File: config.mk
export PLATFORM = sky130hd
export DESIGN_NAME = block_ring_buffer_pointer_manager
export DESIGN_NICKNAME = d
export VERILOG_FILES = /design/src/design/brbpm_pkg.sv /design/src/design/block_ring_buffer_pointer_manager.sv
export SDC_FILE = /design/constraint.sdc
export NUM_CORES = 2
export LEC_CHECK = 0
export BUFFER_PORTS_ARGS = -buffer_cell sky130_fd_sc_hd__buf_2
export CAP_MARGIN = 15
export CORE_MARGIN = 4
export CORE_UTILIZATION = 25
export DETAILED_ROUTE_END_ITERATION = 10
export GPL_TIMING_DRIVEN = 1
export SLEW_MARGIN = 10
export SYNTH_ARGS = -nofsm -noshare
export SYNTH_HDL_FRONTEND = slang
export SYNTH_SLANG_ARGS = --single-unit
export TNS_END_PERCENT = 30
File: constraint.sdc
create_clock -name i_clk -period 36 [get_ports i_clk]
set_input_delay 1.8 -clock i_clk [delete_from_list [all_inputs] [get_ports i_clk]]
set_output_delay 1.8 -clock i_clk [all_outputs]
set_load 0.005 [all_outputs]
File: src/design/brbpm_pkg.sv
// Shared types and constants for the ring buffer pointer manager.
`default_nettype none

package brbpm_pkg;

    // Field and register widths
    localparam int REG_W   = 17;
    localparam int MOVE_W  = 8;
    localparam int FUNC_W  = 3;
    // Offsets stay below two ring lengths, the valid mark below three
    localparam int STATE_W = 20;
    localparam int LOC_W   = STATE_W + MOVE_W;

    // Register reset values
    localparam logic [REG_W-1:0] RING_RST = 17'd65536;
    localparam logic [REG_W-1:0] PBLK_RST = 17'd4096;
    localparam logic [REG_W-1:0] CBLK_RST = 17'd4096;

    // Parameter defaults
    localparam int RING_BYTES_MAX_DEF  = 65536;
    localparam int MOVE_BLOCKS_MAX_DEF = 256;

    // Command codes
    typedef enum logic [FUNC_W-1:0] {
        F_PROD  = 3'd0,
        F_CONS  = 3'd1,
        F_MARK  = 3'd2,
        F_MOVE  = 3'd3,
        F_RESET = 3'd4
    } t_func;

    // Register indexes
    typedef enum logic [1:0] {
        REG_RING = 2'd0,
        REG_PBLK = 2'd1,
        REG_CBLK = 2'd2
    } t_reg_idx;

endpackage

`default_nettype wire

File: src/design/block_ring_buffer_pointer_manager.sv
// Top level of the ring buffer pointer manager: command pipe, offset state, APB registers.
//
// Usage:
//   Commands arrive on the s_axis stream: the command code in tuser, the valid
//   length and the move count in tdata. Every command gives exactly one result
//   on the m_axis stream: the grant flag in tuser, the block offset and the
//   length available in tdata.
//   The ring and block lengths sit in three APB registers (byte addresses 0, 4
//   and 8). pready is always high; write them only while no command is in flight.
// Timing:
//   A command goes through an input register, then one pass of compare/add
//   logic and a single 8x17 multiply writes the offset state and the result
//   register. One command is taken every cycle unless back pressure stalls the
//   pipe; the rate is set by that single combinational pass.
// Reset:
//   Synchronous, active low. Registers return to ring 65536, blocks 4096;
//   producer and consumer offsets go to zero, the valid mark and consumer start
//   to the "none" marker. No clearing pass is needed.
// Back pressure:
//   When m_axis_tready is low the result holds, the input register keeps one
//   more command, and s_axis_tready drops once both are full.
`default_nettype none

module block_ring_buffer_pointer_manager
    import brbpm_pkg::*;
#(
    parameter int RING_BYTES_MAX  = RING_BYTES_MAX_DEF,
    parameter int MOVE_BLOCKS_MAX = MOVE_BLOCKS_MAX_DEF
) (
    input  wire logic        i_clk,
    input  wire logic        i_rst_n,
    // Command stream
    input  wire logic        s_axis_tvalid,
    output logic             s_axis_tready,
    input  wire logic [31:0] s_axis_tdata,   // [16:0] valid_length, [24:17] move_blocks
    input  wire logic [2:0]  s_axis_tuser,   // [2:0] func
    // Result stream
    output logic             m_axis_tvalid,
    input  wire logic        m_axis_tready,
    output logic [39:0]      m_axis_tdata,   // [16:0] block_offset, [33:17] length_available
    output logic [0:0]       m_axis_tuser,   // [0] granted
    // Register port
    input  wire logic        psel,
    input  wire logic        penable,
    input  wire logic        pwrite,
    input  wire logic [3:0]  paddr,
    input  wire logic [31:0] pwdata,
    output logic [31:0]      prdata,
    output logic             pready
);

    localparam logic signed [STATE_W-1:0] NONE_MARK = -1;

    // Registers
    logic [REG_W-1:0] r_ring, r_pblk, r_cblk;

    // Input stage
    logic              r_iv;
    t_func             r_func;
    logic [REG_W-1:0]  r_vlen;
    logic [MOVE_W-1:0] r_mblk;

    // Offset state
    logic signed [STATE_W-1:0] r_ps, r_pe, r_vm, r_cs, r_ce;
    logic signed [STATE_W-1:0] n_ps, n_pe, n_vm, n_cs, n_ce;

    // Result stage
    logic             r_ov;
    logic             r_gnt;
    logic [REG_W-1:0] r_ofs, r_avl;
    logic             n_gnt;
    logic [REG_W-1:0] n_ofs, n_avl;

    logic advance, fire;

    // Effective lengths
    logic [REG_W-1:0] ring_e, pblk_e, cblk_e, ring_z, pblk_z, cblk_z;
    logic signed [STATE_W-1:0] ring_s, plen_s, clen_s, vlen_s;

    // Work signals
    logic signed [STATE_W-1:0] p_ns, p_ne, c_ns, c_ne, c_len, m_ns;
    logic                      c_vin, c_ok, m_refuse;
    logic [MOVE_W+REG_W-1:0]   m_prod;
    logic signed [LOC_W-1:0]   m_loc, m_nsw, ring_w;

    // Handshake
    assign advance       = !r_ov || m_axis_tready;
    assign fire          = r_iv && advance;
    assign s_axis_tready = !r_iv || advance;
    assign m_axis_tvalid = r_ov;
    assign m_axis_tuser  = r_gnt;
    assign m_axis_tdata  = {6'd0, r_avl, r_ofs};
    assign pready        = 1'b1;

    // Register read
    always_comb begin
        case (t_reg_idx'(paddr[3:2]))
            REG_RING: prdata = 32'(r_ring);
            REG_PBLK: prdata = 32'(r_pblk);
            REG_CBLK: prdata = 32'(r_cblk);
            default:  prdata = 32'd0;
        endcase
    end

    // Clamp register values into range
    always_comb begin
        ring_z = (r_ring == '0) ? REG_W'(1) : r_ring;
        ring_e = (32'(ring_z) > 32'(RING_BYTES_MAX)) ? REG_W'(RING_BYTES_MAX) : ring_z;
        pblk_z = (r_pblk == '0) ? REG_W'(1) : r_pblk;
        pblk_e = (pblk_z > ring_e) ? ring_e : pblk_z;
        cblk_z = (r_cblk == '0) ? REG_W'(1) : r_cblk;
        cblk_e = (cblk_z > ring_e) ? ring_e : cblk_z;
    end

    assign ring_s = $signed({{(STATE_W-REG_W){1'b0}}, ring_e});
    assign plen_s = $signed({{(STATE_W-REG_W){1'b0}}, pblk_e});
    assign clen_s = $signed({{(STATE_W-REG_W){1'b0}}, cblk_e});
    assign vlen_s = $signed({{(STATE_W-REG_W){1'b0}}, r_vlen});
    assign ring_w = $signed({{(LOC_W-REG_W){1'b0}}, ring_e});

    // Producer request: next block, wrapping at the ring end
    assign p_ns = (r_pe >= ring_s) ? '0 : r_pe;
    assign p_ne = p_ns + plen_s;

    // Consumer request: next block, trimmed at the valid mark
    assign c_ns  = (r_ce >= ring_s) ? '0 : r_ce;
    assign c_ne  = c_ns + clen_s;
    assign c_vin = (c_ns < r_vm) && (r_vm <= c_ne);
    always_comb begin
        c_ok  = 1'b1;
        c_len = clen_s;
        if ((c_ns <= r_ps) && (r_ps <= c_ne)) begin
            if (c_vin) begin
                c_len = r_vm - c_ns;
            end else begin
                c_ok  = 1'b0;
                c_len = '0;
            end
        end else if (c_vin) begin
            c_len = r_vm - c_ns;
        end
    end

    // Move: relocate by whole producer blocks, one wrap at most
    assign m_prod = (MOVE_W+REG_W)'(r_mblk) * (MOVE_W+REG_W)'(pblk_e);
    assign m_loc  = LOC_W'(r_ps) + $signed({{(LOC_W-MOVE_W-REG_W){1'b0}}, m_prod});
    assign m_nsw  = (m_loc >= ring_w) ? (m_loc - ring_w) : m_loc;
    assign m_ns   = m_nsw[STATE_W-1:0];
    always_comb begin
        if (m_nsw >= ring_w) begin
            m_refuse = 1'b1;
        end else if (r_ps < r_cs) begin
            m_refuse = (m_ns < r_ps) || (m_ns >= r_cs);
        end else begin
            m_refuse = (r_cs <= m_ns) && (m_ns < r_ps);
        end
    end

    // Next state and result per command
    always_comb begin
        n_ps  = r_ps;
        n_pe  = r_pe;
        n_vm  = r_vm;
        n_cs  = r_cs;
        n_ce  = r_ce;
        n_gnt = 1'b0;
        n_ofs = '0;
        n_avl = '0;
        case (r_func)
            F_PROD: begin
                if (!((p_ns <= r_cs) && (r_cs < p_ne))) begin
                    if (r_cs == NONE_MARK) n_cs = '0;
                    n_ps  = p_ns;
                    n_pe  = p_ne;
                    n_gnt = 1'b1;
                    n_ofs = p_ns[REG_W-1:0];
                end
            end
            F_CONS: begin
                if ((r_ce != r_vm) && c_ok) begin
                    n_cs  = c_ns;
                    n_ce  = c_ns + c_len;
                    n_gnt = 1'b1;
                    n_ofs = c_ns[REG_W-1:0];
                    n_avl = c_len[REG_W-1:0];
                end
            end
            F_MARK: begin
                if (r_vlen == '0) begin
                    n_vm  = r_ps;
                    n_pe  = r_ps;
                    n_ofs = r_ps[REG_W-1:0];
                end else begin
                    n_vm  = r_ps + vlen_s;
                    n_ps  = r_pe;
                    n_ofs = r_pe[REG_W-1:0];
                end
                n_gnt = 1'b1;
            end
            F_MOVE: begin
                if ((32'(r_mblk) < 32'(MOVE_BLOCKS_MAX)) && !m_refuse) begin
                    n_ps  = m_ns;
                    n_pe  = m_ns + plen_s;
                    n_gnt = 1'b1;
                    n_ofs = m_ns[REG_W-1:0];
                end
            end
            F_RESET: begin
                n_ps  = '0;
                n_pe  = '0;
                n_vm  = NONE_MARK;
                n_cs  = NONE_MARK;
                n_ce  = '0;
                n_gnt = 1'b1;
            end
            default: begin
                n_gnt = 1'b0;
            end
        endcase
    end

    // Control state, offsets and registers
    always_ff @(posedge i_clk) begin
        if (!i_rst_n) begin
            r_iv   <= 1'b0;
            r_ov   <= 1'b0;
            r_ps   <= '0;
            r_pe   <= '0;
            r_vm   <= NONE_MARK;
            r_cs   <= NONE_MARK;
            r_ce   <= '0;
            r_ring <= RING_RST;
            r_pblk <= PBLK_RST;
            r_cblk <= CBLK_RST;
        end else begin
            if (s_axis_tready) r_iv <= s_axis_tvalid;
            if (advance)       r_ov <= r_iv;
            if (fire) begin
                r_ps <= n_ps;
                r_pe <= n_pe;
                r_vm <= n_vm;
                r_cs <= n_cs;
                r_ce <= n_ce;
            end
            if (psel && penable && pwrite) begin
                case (t_reg_idx'(paddr[3:2]))
                    REG_RING: r_ring <= pwdata[REG_W-1:0];
                    REG_PBLK: r_pblk <= pwdata[REG_W-1:0];
                    REG_CBLK: r_cblk <= pwdata[REG_W-1:0];
                    default:  r_ring <= r_ring;
                endcase
            end
        end
    end

    // Payload registers
    always_ff @(posedge i_clk) begin
        if (s_axis_tready && s_axis_tvalid) begin
            r_func <= t_func'(s_axis_tuser[FUNC_W-1:0]);
            r_vlen <= s_axis_tdata[REG_W-1:0];
            r_mblk <= s_axis_tdata[REG_W+MOVE_W-1:REG_W];
        end
        if (fire) begin
            r_gnt <= n_gnt;
            r_ofs <= n_ofs;
            r_avl <= n_avl;
        end
    end

    // Reset command always grants at offset zero with no length
    a_reset_result: assert property (@(posedge i_clk) disable iff (!i_rst_n)
        (fire && r_func == F_RESET) |=> (r_ov && r_gnt && r_ofs == '0 && r_avl == '0))
        else $error("reset command result wrong");

    // Only a consumer request reports a length
    a_len_only_cons: assert property (@(posedge i_clk) disable iff (!i_rst_n)
        (fire && r_func != F_CONS) |=> (r_avl == '0))
        else $error("length reported for non-consumer command");

    // Producer offsets and the consumer end never go negative
    a_prod_nonneg: assert property (@(posedge i_clk) disable iff (!i_rst_n)
        !r_ps[STATE_W-1] && !r_pe[STATE_W-1] && !r_ce[STATE_W-1])
        else $error("offset went negative");

    // Consumer start and valid mark never fall below the none marker
    a_marker_floor: assert property (@(posedge i_clk) disable iff (!i_rst_n)
        (r_cs >= NONE_MARK) && (r_vm >= NONE_MARK))
        else $error("marker below none");

    // Input stalls only when both stages are full and the sink stalls
    a_stall_cause: assert property (@(posedge i_clk) disable iff (!i_rst_n)
        !s_axis_tready |-> (r_iv && r_ov && !m_axis_tready))
        else $error("input stalled without cause");

endmodule

`default_nettype wire
# Word-level counts from Yosys, hierarchy flattened
# Cells that the tools add are included.
word_totals:
  register_bits: 216
  input_bits: 78
  out_inout_bits: 76
  elab_cells: 128
classes:
  addsub: 8
  mul: 1
  order_cmp: 17
  n_eq_ne: 12
  n_mux: 41
  n_reduce_logical: 33
ops:
  columns: ["op", "n"]
  rows:
  - ["$mux W20", 15]
  - ["$mux W17", 10]
  - ["$pmux W20 S4", 2]
  - ["$le A20 B20 Y1", 5]
  - ["$add A20 B18 Y20", 4]
  - ["$lt A20 B20 Y1", 4]
  - ["$pmux W20 S2", 2]
  - ["$logic_not A17 Y1", 4]
  - ["$pmux W17 S4", 1]
  - ["$pmux W20 S3", 1]
  - ["$pmux W17 S3", 1]
  - ["$ge A20 B18 Y1", 2]
  - ["$gt A17 B17 Y1", 2]
  - ["$ge A28 B18 Y1", 1]
  - ["$mux W28", 1]
  - ["$sub A27 B18 Y28", 1]
  - ["$add A20 B26 Y27", 1]
  - ["$ge A27 B18 Y1", 1]
  - ["$mul A8 B17 Y25", 1]
  - ["$add A20 B20 Y20", 1]
  - ["$eq A20 B1 Y1 const B", 1]
  - ["$ge A20 B20 Y1", 1]
  - ["$ne A20 B20 Y1", 1]
  - ["$sub A20 B20 Y20", 1]
  - ["other kinds (22)", 48]

# Longest topological paths before layout
depth:
  ltp_word: 16
  depth_mapped: 73
  depth_no_buf: 68

# Worst setup path after synthesis
# OpenSTA, ideal clock, no wires.
synth_path:
  path_kind: "flip-flop to flip-flop"
  start: "register r_ring[3]"
  end: "register r_ofs[16] (data pin)"
  setup_ps: 270
  t_arrival_ps: 14129
  required_time_ps: 35730
  slack_ps: 21601
  path_stages_with_launch: 69
  n_path_buf: 5
  synth_period_minus_slack_ps: 14399
  cell_sequence: "dfxtp_1 > nor4_1 > nand4_1 > a21oi_1 > ha_1 > nor2b_1 > o21a_1 > o21a_1 > o21a_1 > o21a_1 > o21a_1 > o21a_1 > o21ai_0 > a21oi_1 > o31ai_1 > a21oi_1 > a211oi_1 > clkbuf_1 > [33 not listed] > buf_2 > mux2i_1 > inv_1 > ha_1 > a21o_1 > a21o_1 > a21o_1 > a21o_1 > a21o_1 > a21o_1 > a21oi_1 > a211oi_1 > or2_2 > a31o_1 > a32o_1 > nand2_2 > buf_2 > o211ai_1"
synth_between:
  elab_chain_cells: 16
  word_cells_on_any_way: 43
  classes_between: "4 x add/sub; 1 x mul; 16 x order compare; 15 x mux; 7 x reduce/logical"
synth_rtl:
  columns: ["item", "line", "rtl"]
  rows:
  - ["from (decl)", "block_ring_buffer_pointer_manager.sv:55", "logic [REG_W-1:0] r_ring, r_pblk, r_cblk;"]
  - ["from (signal assigned)", "block_ring_buffer_pointer_manager.sv:247", "REG_RING: r_ring <= pwdata[REG_W-1:0];"]
  - ["from (signal assigned)", "block_ring_buffer_pointer_manager.sv:250", "default: r_ring <= r_ring;"]
  - ["$logic_not A17 Y1", "block_ring_buffer_pointer_manager.sv:107", "ring_z = (r_ring == '0) ? REG_W'(1) : r_ring;"]
  - ["$mux W17 (*)", "block_ring_buffer_pointer_manager.sv:107", null]
  - ["$gt A17 B17 Y1", "block_ring_buffer_pointer_manager.sv:108", "ring_e = (32'(ring_z) > 32'(RING_BYTES_MAX)) ? REG_W'(RING_BYTES_MAX) : ring_z;"]
  - ["$mux W17 (*)", "block_ring_buffer_pointer_manager.sv:108", null]
  - ["$gt A17 B17 Y1", "block_ring_buffer_pointer_manager.sv:110", "pblk_e = (pblk_z > ring_e) ? ring_e : pblk_z;"]
  - ["$mux W17", "block_ring_buffer_pointer_manager.sv:110", null]
  - ["$mul A8 B17 Y25", "block_ring_buffer_pointer_manager.sv:145", "assign m_prod = (MOVE_W+REG_W)'(r_mblk) * (MOVE_W+REG_W)'(pblk_e);"]
  - ["$add A20 B26 Y27", "block_ring_buffer_pointer_manager.sv:146", "assign m_loc = LOC_W'(r_ps) + $signed({{(LOC_W-MOVE_W-REG_W){1'b0}}, m_prod});"]
  - ["$sub A27 B18 Y28 or $ge A27 B18 Y1 (tied branches)", "block_ring_buffer_pointer_manager.sv:147", "assign m_nsw = (m_loc >= ring_w) ? (m_loc - ring_w) : m_loc;"]
  - ["$mux W28", "block_ring_buffer_pointer_manager.sv:147", null]
  - ["$le A20 B20 Y1, or another cell as far along", "block_ring_buffer_pointer_manager.sv:155", "m_refuse = (r_cs <= m_ns) && (m_ns < r_ps);"]
  - ["$logic_and A1 B1 Y1 or $logic_or A1 B1 Y1 (tied branches)", "block_ring_buffer_pointer_manager.sv:155, block_ring_buffer_pointer_manager.sv:153", null]
  - ["$mux W1", "block_ring_buffer_pointer_manager.sv:152", "end else if (r_ps < r_cs) begin"]
  - ["$mux W1", "block_ring_buffer_pointer_manager.sv:150", "if (m_nsw >= ring_w) begin"]
  - ["$mux W17", "block_ring_buffer_pointer_manager.sv:201", "if ((32'(r_mblk) < 32'(MOVE_BLOCKS_MAX)) && !m_refuse) begin"]
  - ["$pmux W17 S4 (*)", "block_ring_buffer_pointer_manager.sv:169", "case (r_func)"]
  - ["net n_ofs[16]", "block_ring_buffer_pointer_manager.sv:72", "logic [REG_W-1:0] n_ofs, n_avl;"]
  - ["to (signal assigned)", "block_ring_buffer_pointer_manager.sv:265", "r_ofs <= n_ofs;"]
  - ["to (decl)", "block_ring_buffer_pointer_manager.sv:70", "logic [REG_W-1:0] r_ofs, r_avl;"]
# The timed path passes the listed nets; every way through them passes the cells marked *.
# A chain may end at the register's enable or synchronous reset.

# Worst setup path after layout
layout_path:
  start: "register r_ring[16]"
  end: "register r_pe[9]"
layout_between:
  elab_chain_cells: 16
  word_cells_on_any_way: 32
  classes_between: "4 x add/sub; 1 x mul; 10 x order compare; 2 x eq/ne; 10 x mux; 5 x reduce/logical"
layout_rtl:
  columns: ["item", "line", "rtl"]
  rows:
  - ["$logic_not A17 Y1", "block_ring_buffer_pointer_manager.sv:107", null]
  - ["$mux W17 (*)", "block_ring_buffer_pointer_manager.sv:107", null]
  - ["$gt A17 B17 Y1", "block_ring_buffer_pointer_manager.sv:108", null]
  - ["$mux W17 (*)", "block_ring_buffer_pointer_manager.sv:108", null]
  - ["$gt A17 B17 Y1", "block_ring_buffer_pointer_manager.sv:110", null]
  - ["$mux W17", "block_ring_buffer_pointer_manager.sv:110", null]
  - ["$mul A8 B17 Y25", "block_ring_buffer_pointer_manager.sv:145", null]
  - ["$add A20 B26 Y27", "block_ring_buffer_pointer_manager.sv:146", null]
  - ["$sub A27 B18 Y28 or $ge A27 B18 Y1 (tied branches)", "block_ring_buffer_pointer_manager.sv:147", null]
  - ["$mux W28", "block_ring_buffer_pointer_manager.sv:147", null]
  - ["$le A20 B20 Y1, or another cell as far along", "block_ring_buffer_pointer_manager.sv:155", null]
  - ["$logic_and A1 B1 Y1 or $logic_or A1 B1 Y1 (tied branches)", "block_ring_buffer_pointer_manager.sv:155, block_ring_buffer_pointer_manager.sv:153", null]
  - ["$mux W1", "block_ring_buffer_pointer_manager.sv:152", null]
  - ["$mux W1", "block_ring_buffer_pointer_manager.sv:150", null]
  - ["$ne A2 B2 Y1 (no line)", null, null]
  - ["$reduce_and A4 Y1 (no line)", null, null]
  - ["to (signal assigned)", "block_ring_buffer_pointer_manager.sv:240", "r_pe <= n_pe;"]
  - ["to (decl)", "block_ring_buffer_pointer_manager.sv:64", "logic signed [STATE_W-1:0] r_ps, r_pe, r_vm, r_cs, r_ce;"]
# Mark *: on every way between the ends. The rest lies on a longest branch, timed or not. The select of a mux whose other input is x is not followed.

==> flow_metrics.env <==
export IMPL_antenna_found_initial=8
export IMPL_drtAntennaViolNets=0
export IMPL_cts_tree="yes"
export IMPL_synthToLayoutAreaGrowth_pct=11.0
export IMPL_die_h_um=346
export IMPL_placed_cell_area_um2=30700
export IMPL_yosys_register_bits=216
export IMPL_irDropWorstVdd_mv=0.0432
export IMPL_cts_num_sinks=216
export IMPL_setup_viol=0
export IMPL_final_core_util_pct=28.1
export IMPL_timing_critical_path_mode_cell="a21oi_1"
export IMPL_status="complete, no violations"
export IMPL_critical_path_class="reg2reg"
export IMPL_worstSetupStartpoint="r_ring[16]$_SDFFE_PN1P_"
export IMPL_p_leak_nw=14.6
export IMPL_layout_drive_gt1_share_pct=7.39
export IMPL_fin_crit_sh_pct=49.2
export IMPL_hp_start="r_pe[0]$_SDFFE_PN0P_"
export IMPL_slowest_stage="a2111oi_0"
export IMPL_post_cts_resized=0
export IMPL_hold_buffers=0
export IMPL_hold_class="reg2reg"
export IMPL_fin_area_um2=31700
export IMPL_synth_edf_count=63
export IMPL_firstDrtPassIters=6
export IMPL_maxSlewHeadroom_pct=18.2
export IMPL_worstPathRequired_ns=36.54
export IMPL_r2r_cells=63
export IMPL_grt_max_degree=94
export IMPL_worstMarginPinSlew_ns=1.22
export IMPL_cp_slowest_stage_delay_ns=0.84
export IMPL_grt_pass1_wl_um=163000
export IMPL_ys_flop_type="dfxtp_1"
export IMPL_via_count=27272
export IMPL_wire_per_inst_um=21.3
export IMPL_worst_r2r_startpoint="r_ring[16]$_SDFFE_PN1P_"
export IMPL_final_common_cell="ha_1"
export IMPL_cts_buffers=28
export IMPL_fin_worst_skew_ns=0.0365
export IMPL_postSynth_asyncResetShare_pct=0
export IMPL_fin_nets=4248
export IMPL_yosysUniqueCellTypes=89
export IMPL_gp_congestion=0.973
export IMPL_postSynthAreaPerCell_um2=7.93
export IMPL_hold_violations=0
export IMPL_setup_tns_final_ns=0
export IMPL_grt_overflow=0
export IMPL_route_final_wire_length_um=110000
export IMPL_dieWidth_um=346
export IMPL_r2r_end="r_pe[9]$_SDFFE_PN0P_"
export IMPL_initial_core_util_pct=25.3
export IMPL_rsz0062_at_grt="false"
export IMPL_clockBufferDepth=3
export IMPL_synth_warnings=0
export IMPL_synth_seq_area_share_pct=17.3
export IMPL_dieArea_um2=120000
export IMPL_drt_initial_drc_count=2941
export IMPL_htree_levels=1
export IMPL_path_clk_slew_ns=0.07
export IMPL_cp_max_fo=34
export IMPL_grt_usage_pct=17.5
export IMPL_max_freq_mhz=56.5
export IMPL_final_cell_mix="ha_1 (439), nand2_1 (433), inv_1 (326), o21ai_0 (278), a21oi_1 (216)"
export IMPL_layout_min_cycle_time_ns=17.70
export IMPL_post_cts_buffers=0
export IMPL_drc=0
export IMPL_netlist_area_um2=28600
export IMPL_dp_hpwl_um=85900
export IMPL_cts_root_buf="clkbuf_16"
export IMPL_core_area_um2=113000
export IMPL_drv_slew=0
export IMPL_io_pins=154
export IMPL_worst_ep_arrival_time_ns=18.24
export IMPL_r2r_slack_ns=18.30
export IMPL_grt_pass1_vias=25638
export IMPL_clk_latency_ns=0.62
export IMPL_worstSetupStartpointType="flip-flop"
export IMPL_postSynthCellCount=3606
export IMPL_port_buffers=107
export IMPL_viasPerCell=5.29
export IMPL_end_kind="flip-flop"
export IMPL_maxCapViolations=0
export IMPL_hold_end="r_pe[0]$_SDFFE_PN0P_"
export IMPL_num_rows=123
export IMPL_power_density_nw_per_um2=32.0
export IMPL_min_delay_path_depth=2
==> stage by stage <==
| stage | setup slack (ns) | cells | power, W | hold WS [ns] |
|---|---|---|---|---|
| final | 18.30 | 5157 | 0.00102 | 0.480 |
| after global placement | 18.82 | 5101 | 0.000683 | 0.465 |
| after floorplan | 21.60 | 3626 | 0.000562 | 0.451 |
| after detailed placement | 18.77 | 5101 | 0.000687 | 0.477 |
| after global routing | 17.43 | 5154 | 0.00107 | 0.518 |
| after CTS | 18.68 | 5152 | 0.00101 | 0.485 |
==> worst max-delay path by stage <==
stage	endpoint	slack [ns]	cells past startpoint
final	r_pe[9]$_SDFFE_PN0P_	18.30	63
after global routing	r_pe[14]$_SDFFE_PN0P_	17.43	63
after CTS	r_pe[14]$_SDFFE_PN0P_	18.68	63
after detailed placement	r_pe[17]$_SDFFE_PN0P_	18.77	63
after global placement	r_ps[19]$_SDFFE_PN0P_	18.82	63
after floorplan	r_ofs[16]$_DFFE_PP_	21.60	68
==> power by group <==
part	switching, W	internal, W	total, W
sequential	0.0000150	0.000259	0.000274
clock	0.000128	0.000194	0.000321
combinational	0.000261	0.000160	0.000422
==> final cells by class <==
type	instances	area [µm²]
clock buffer	35	801
clock inverter	16	223
timing repair buffer	150	861
tap	1500	1880
antenna	3	7.51
sequential	216	4950
fill	12257	81400
multi-input combinational	2909	21800
inverter	328	1230
==> registers in the layout, indices dropped and copies added (netlist names) <==
signal	cells
r_vm	20
r_ce	20
r_avl	17
r_iv	1
m_axis_tuser	1
r_mblk	8
r_cs	20
r_vlen	17
m_axis_tvalid	1
r_ps	20
r_ring	17
r_pe	20
r_pblk	17
r_func	3
r_cblk	17
r_ofs	17
==> worst max-delay path: cells and delay by family, from the launching register on <==
family,cells,cell delay [ns]
XOR/XNOR,2,0.32
buffers and inverters,9,2.28
multiplexers,2,1.01
flip-flops,1,0.31
AO/OA/AOI/OAI,30,6.72
AND/OR/NAND/NOR,11,2.93
adder cells (fa/ha/maj),9,3.99
==> cells by family (layout without fill, tap and decap cells) <==
family / after synthesis / in the layout / share of synthesized area, %
adder cells (fa/ha/maj): 537 / 537 / 26.1
AO/OA/AOI/OAI: 1016 / 1016 / 22.9
flip-flops: 216 / 216 / 17.3
other: 2 / 25 / 0.0263
XOR/XNOR: 157 / 157 / 4.86
buffers and inverters: 501 / 529 / 6.98
multiplexers: 127 / 127 / 4.51
AND/OR/NAND/NOR: 1050 / 1050 / 17.3
==> metal layers <==
layer  up-vias  GRT usage, %  part of all wire (%)
met5         -             0                 0.025
met4         4          6.80                   4.7
met3       277          3.51                    10
met2      1310          25.8                    41
met1     12847          25.0                    45
li1      12834             -                     -
==> cells in the mapped netlist, drive strengths merged (40+ instances only) <==
cell type    n  share of area (%)
ha         439                 19
nand2      434                5.7
inv        328                4.3
o21ai      294                5.2
a21oi      218                3.9
nor2       163                2.2
dfxtp      153                 11
clkbuf     138                1.8
a21boi     131                3.4
mux2i      111                3.9
xnor2      110                3.4
a21o       101                2.7
fa          98                6.9
nand3       77                1.3
nor3        67                1.2
edfxtp      63                6.6
nand4       61                1.3
nor2b       59                1.3
xor2        47                1.4
nand2b      43               0.94
o21a        40                1.1
(Power assumes the default switching activity.)
